## config.mk

```make
export PLATFORM = sky130hd
export DESIGN_NAME = exm_cordic
export DESIGN_NICKNAME = d
export VERILOG_FILES = /design/src/rtl/euler_xyz_to_rotation_matrix_assert.svh /design/src/rtl/exm_pkg.sv /design/src/rtl/exm_cordic.sv
export SDC_FILE = /design/constraint.sdc
export NUM_CORES = 2
export LEC_CHECK = 0
export ABC_CLOCK_PERIOD_IN_PS = 7650
export BUFFER_PORTS_ARGS = -buffer_cell sky130_fd_sc_hd__buf_2
export CORE_ASPECT_RATIO = 0.75
export CORE_MARGIN = 3
export CORE_UTILIZATION = 35
export DETAILED_ROUTE_END_ITERATION = 8
export SETUP_SLACK_MARGIN = 0.4
export SYNTH_ARGS = -nofsm -noshare
export SYNTH_HDL_FRONTEND = slang
export SYNTH_SLANG_ARGS = --single-unit
```

## constraint.sdc

```tcl
create_clock -name aclk -period 7.65 [get_ports aclk]
set_input_delay 1.53 -clock aclk [delete_from_list [all_inputs] [get_ports aclk]]
set_output_delay 1.53 -clock aclk [all_outputs]
set_load 0.05 [all_outputs]
```

## src/rtl/euler_xyz_to_rotation_matrix_assert.svh

```systemverilog
// assertion macros for the euler angle to rotation matrix block
`ifndef EULER_XYZ_TO_ROTATION_MATRIX_ASSERT_SVH
`define EULER_XYZ_TO_ROTATION_MATRIX_ASSERT_SVH

// implication checked on every rising clock edge outside reset
`define EXM_ASSERT_IMPL(label, clk, rstn, ante, cons, msg) \
    label: assert property (@(posedge clk) disable iff (!rstn) (ante) |-> (cons)) \
        else $error(msg);

// next-cycle implication checked outside reset
`define EXM_ASSERT_NEXT(label, clk, rstn, ante, cons, msg) \
    label: assert property (@(posedge clk) disable iff (!rstn) (ante) |=> (cons)) \
        else $error(msg);

`endif

```

## src/rtl/exm_pkg.sv

```systemverilog
// shared types and constants for the euler angle to rotation matrix block
package exm_pkg;

    localparam int ANG_W = 18;
    localparam int Q16_W = 18;
    localparam int CW = 34;   // cordic x/y/z datapath width

    localparam logic signed [CW-1:0] ANG_PI = 34'sd1686629713;
    localparam logic signed [CW-1:0] ANG_HALF_PI = 34'sd843314857;
    localparam logic signed [CW-1:0] CORDIC_GAIN = 34'sd652032874;
    localparam logic signed [Q16_W-1:0] ONE_Q16 = 18'sd65536;

    typedef logic signed [Q16_W-1:0] q16_t;

    typedef struct packed {
        q16_t sx;
        q16_t cx;
        q16_t sy;
        q16_t cy;
        q16_t sz;
        q16_t cz;
    } trig_t;

    function automatic logic signed [CW-1:0] atan_q29(input int i);
        logic signed [CW-1:0] r;
        case (i)
            0: r = 34'sd421657428;
            1: r = 34'sd248918915;
            2: r = 34'sd131521918;
            3: r = 34'sd66762579;
            4: r = 34'sd33510843;
            5: r = 34'sd16771758;
            6: r = 34'sd8387925;
            7: r = 34'sd4194219;
            8: r = 34'sd2097141;
            9: r = 34'sd1048575;
            default: r = 34'sd1 <<< (29 - i);
        endcase
        return r;
    endfunction

endpackage

```

## src/rtl/exm_cordic.sv

```systemverilog
// pipelined quadrant-folding cordic producing sine and cosine in q1.16
module exm_cordic import exm_pkg::*; #(
    parameter int STAGES = 16
) (
    input  logic                    aclk,
    input  logic                    en,
    input  logic signed [ANG_W-1:0] angle,
    output q16_t                    sin_q,
    output q16_t                    cos_q
);

    localparam int NS = (STAGES < 24) ? STAGES : 24;

    logic signed [CW-1:0] x_reg [0:NS];
    logic signed [CW-1:0] y_reg [0:NS];
    logic signed [CW-1:0] z_reg [0:NS];
    logic                 neg_reg [0:NS];

    logic signed [CW-1:0] z_in;
    assign z_in = CW'(angle) <<< 14;

    // fold stage
    always_ff @(posedge aclk) begin
        if (en) begin
            x_reg[0] <= CORDIC_GAIN;
            y_reg[0] <= '0;
            if (z_in > ANG_HALF_PI) begin
                z_reg[0] <= z_in - ANG_PI;
                neg_reg[0] <= 1'b1;
            end else if (z_in < -ANG_HALF_PI) begin
                z_reg[0] <= z_in + ANG_PI;
                neg_reg[0] <= 1'b1;
            end else begin
                z_reg[0] <= z_in;
                neg_reg[0] <= 1'b0;
            end
        end
    end

    for (genvar i = 0; i < NS; i++) begin : g_stage
        always_ff @(posedge aclk) begin
            if (en) begin
                neg_reg[i+1] <= neg_reg[i];
                if (!z_reg[i][CW-1]) begin
                    x_reg[i+1] <= x_reg[i] - (y_reg[i] >>> i);
                    y_reg[i+1] <= y_reg[i] + (x_reg[i] >>> i);
                    z_reg[i+1] <= z_reg[i] - atan_q29(i);
                end else begin
                    x_reg[i+1] <= x_reg[i] + (y_reg[i] >>> i);
                    y_reg[i+1] <= y_reg[i] - (x_reg[i] >>> i);
                    z_reg[i+1] <= z_reg[i] + atan_q29(i);
                end
            end
        end
    end

    function automatic q16_t fin(input logic signed [CW-1:0] v, input logic neg);
        logic signed [CW-1:0] r;
        q16_t s;
        r = (v + 34'sd8192) >>> 14;
        if (r > CW'(ONE_Q16)) s = ONE_Q16;
        else if (r < -CW'(ONE_Q16)) s = -ONE_Q16;
        else s = r[Q16_W-1:0];
        return neg ? -s : s;
    endfunction

    always_ff @(posedge aclk) begin
        if (en) begin
            cos_q <= fin(x_reg[NS], neg_reg[NS]);
            sin_q <= fin(y_reg[NS], neg_reg[NS]);
        end
    end

endmodule

```

==> impl_metrics.ini <==
[hold_path]
hold_start = neg_reg[12]$_DFFE_PP_
hold_depth = 0
worstHoldPathType = register to register
whs_endpoint = neg_reg[13]$_DFFE_PP_

[logic_synthesis]
synth.avg_cell_area_um2 = 9.52
async_flop_share_pct = 0
syn_nets = 14400
ys_types = 104
synth_top_area_share_pct = 35.2
ys.flop_type = edfxtp_1
yosysSeqAreaShare_pct = 35.2
yosys.area.top_type = edfxtp_1
syn_inst = 13000
ys_ff_latch = 1444
mappedNetlistArea_um2 = 123000
synth_area_leaders = edfxtp_1, ha_1, xnor2_1, a21oi_1, xor2_1
synth_edf_count = 1444
yosysWarnings = 0

[outcome]
status = finished, final reports clean

[placed_design]
dp_hpwl_um = 261000
port_buffers = 55
place_congestion = 0.940

[cts]
cts_tree = yes
root_buffer = clkbuf_16
cts_buffers = 173
ctsResizeCount = 0
clk_pin_slew_ns = 0.06
clock_latency_ns = 0.91
postCtsSetupBuffers = 0
h-tree-depth = 4
clock_sinks = 1444
holdBufCountCts = 0
clock_path_buffers = 4

[finish]
layout.nets = 14500
area_growth_pct = 9.49
drive_gt1_share_pct = 4.62
largest_reg_flops = 498

[critical_path]
crit_path_start_kind = register
cp.required_ns = 8.22
cp-end-kind = register
cp.arrival_ns = 6.99
r2r_slack_ns = 1.23
reg2reg_from = y_reg[9][9]$_DFFE_PP_
critPathKind = register to register
critPathMaxStageDelay_ns = 0.69
ff2ff_path_depth = 20
crit_path_top_delay_cell = a211oi_1
crit_fanout = 6
r2r_end = x_reg[10][32]$_DFFE_PP_
worstPathCellList = inv_1, ha_1, nand2_1, nor3_1, nand2_1, or4_1, nor4_1, a21oi_1, xor2_1, ha_1, nand4_1, nor2_1, and3_1, inv_1, a211oi_1, o2111ai_1, a31oi_1, a21o_1, a21oi_1, xnor2_1

[routing]
drtIter0Drc = 9294
wl_um = 330000
post-route-drc-count = 0
num_vias = 98500
first_pass_iters = 6
drtAntennaViolNets = 0
routedWlPerCell_um = 18.5
avgViaCountPerCell = 5.52

[sta]
fin_tns_setup_ns = 0
fin_crit_ns = 6.42
tightest_slew_ns = 1.14
slew_headroom_pct = 23.1
drv_slew = 0
setup_viol = 0
post-route-period-util_pct = 83.9
timing.fmax_mhz = 156
fin_skew_ns = 0.100
finalHoldViolations = 0
rsz0062_at_grt = no

[global_route]
grt_max_degree = 159
overflow = 0
antenna_found_initial = 8
grt_pass1_vias = 89900
grt_pass1_wl_um = 519000
grtUsageTotal_pct = 17.7

[floorplan]
start_util_pct = 35.2
core_um2 = 350000
num_rows = 188
die_w_um = 692
dieArea_um2 = 360000
ioPinCount = 56
die_y_um = 520

[flow_run]
drv_cap = 0
-- critical path, delay by kind of cell (launching register included) --
family | cells | cell delay, ns
compound gates | 6 | 1.76
simple gates | 8 | 2.82
fa+ha+maj | 2 | 0.57
xor+xnor | 2 | 0.37
buf+inv | 2 | 0.18
flops | 1 | 0.47
-- synth_stat cells (202+ instances only) --
master and number:
edfxtp_1 1444, ha_1 1346, xnor2_1 1226, a21oi_1 1208
nor2_1 1042, nand2_1 755, o21ai_0 704, xor2_1 581
a21o_1 540, inv_1 522, nor3_1 360, nand3_1 263
o21a_1 202
-- cell families after synthesis --
group / count (synthesis) / synth area share (%)
fa+ha+maj: 1390 / 14.4
mux: 126 / 1.08
buf+inv: 762 / 2.34
flops: 1444 / 35.2
xor+xnor: 1809 / 12.9
simple gates: 3564 / 14.2
compound gates: 3860 / 20.0
-- stage by stage --
step | std cells | setup WS [ns] | hold slack (ns) | util, % | area, um^2
4_1_cts | 17800 | 1.44 | 0.414 | 38.6 | 135000
3_3_place_gp | 17500 | 0.698 | 0.400 | 36.9 | 129000
5_1_grt | 17800 | 0.878 | 0.416 | 38.6 | 135000
2_1_floorplan | 13000 | 1.40 | 0.400 | - | 123000
3_5_place_dp | 17500 | 0.717 | 0.405 | 36.9 | 129000
6_report | 17800 | 1.23 | 0.398 | 38.6 | 135000
-- layout make-up --
class / count / area, um^2
Antenna cell: 4 / 10.0
Multi-Input combinational cell: 10700 / 77100
Inverter: 535 / 2010
Clock buffer: 196 / 4480
Tap cell: 4655 / 5820
Sequential cell: 1444 / 43400
Fill cell: 34500 / 215000
Clock inverter: 116 / 1270
Timing Repair Buffer: 143 / 988
-- cell usage in the layout (no fill, tap or decap), drive strengths merged, types with 55 or more instances in the layout --
master / netlist / final
a21o: 540 / 540
clkinv: 7 / 80
xor2: 581 / 581
o211ai: 78 / 78
a211oi: 142 / 142
nand2: 755 / 755
o41ai: 58 / 58
o21bai: 155 / 155
and2: 81 / 81
buf: 42 / 143
xnor2: 1228 / 1228
nor2: 1043 / 1043
edfxtp: 1444 / 1444
nor2b: 199 / 199
nor3: 361 / 361
clkbuf: 185 / 196
nand2b: 190 / 190
o21a: 202 / 202
o31ai: 142 / 142
o21ai: 728 / 728
ha: 1346 / 1346
nor4: 84 / 84
and3: 142 / 142
mux2i: 71 / 71
inv: 528 / 537
a31oi: 115 / 115
or3: 104 / 104
nand4: 77 / 77
mux2: 55 / 55
or2: 65 / 65
a21oi: 1209 / 1209
nand3: 264 / 264
-- per-layer routing --
layer	global-route usage, %	part of all wire [%]
met3	3.58	8.7
met5	0.105	0.015
met2	23.5	37
met4	3.34	1.7
met1	28.7	52
-- how the worst max path moves through the flow --
stage,start,end,slack [ns],cells after the start
4_1_cts,y_reg[9][9]$_DFFE_PP_,x_reg[10][32]$_DFFE_PP_,1.44,20
3_5_place_dp,en,x_reg[11][33]$_DFFE_PP_,0.72,17
5_1_grt,y_reg[9][9]$_DFFE_PP_,x_reg[10][32]$_DFFE_PP_,0.88,20
6_report,y_reg[9][9]$_DFFE_PP_,x_reg[10][32]$_DFFE_PP_,1.23,20
3_3_place_gp,en,x_reg[11][33]$_DFFE_PP_,0.70,17
2_1_floorplan,en,z_reg[4][33]$_DFFE_PP_,1.40,17
Power is not shown: default switching activity piles up to over one toggle a cycle in this logic, so the estimate is an artifact.
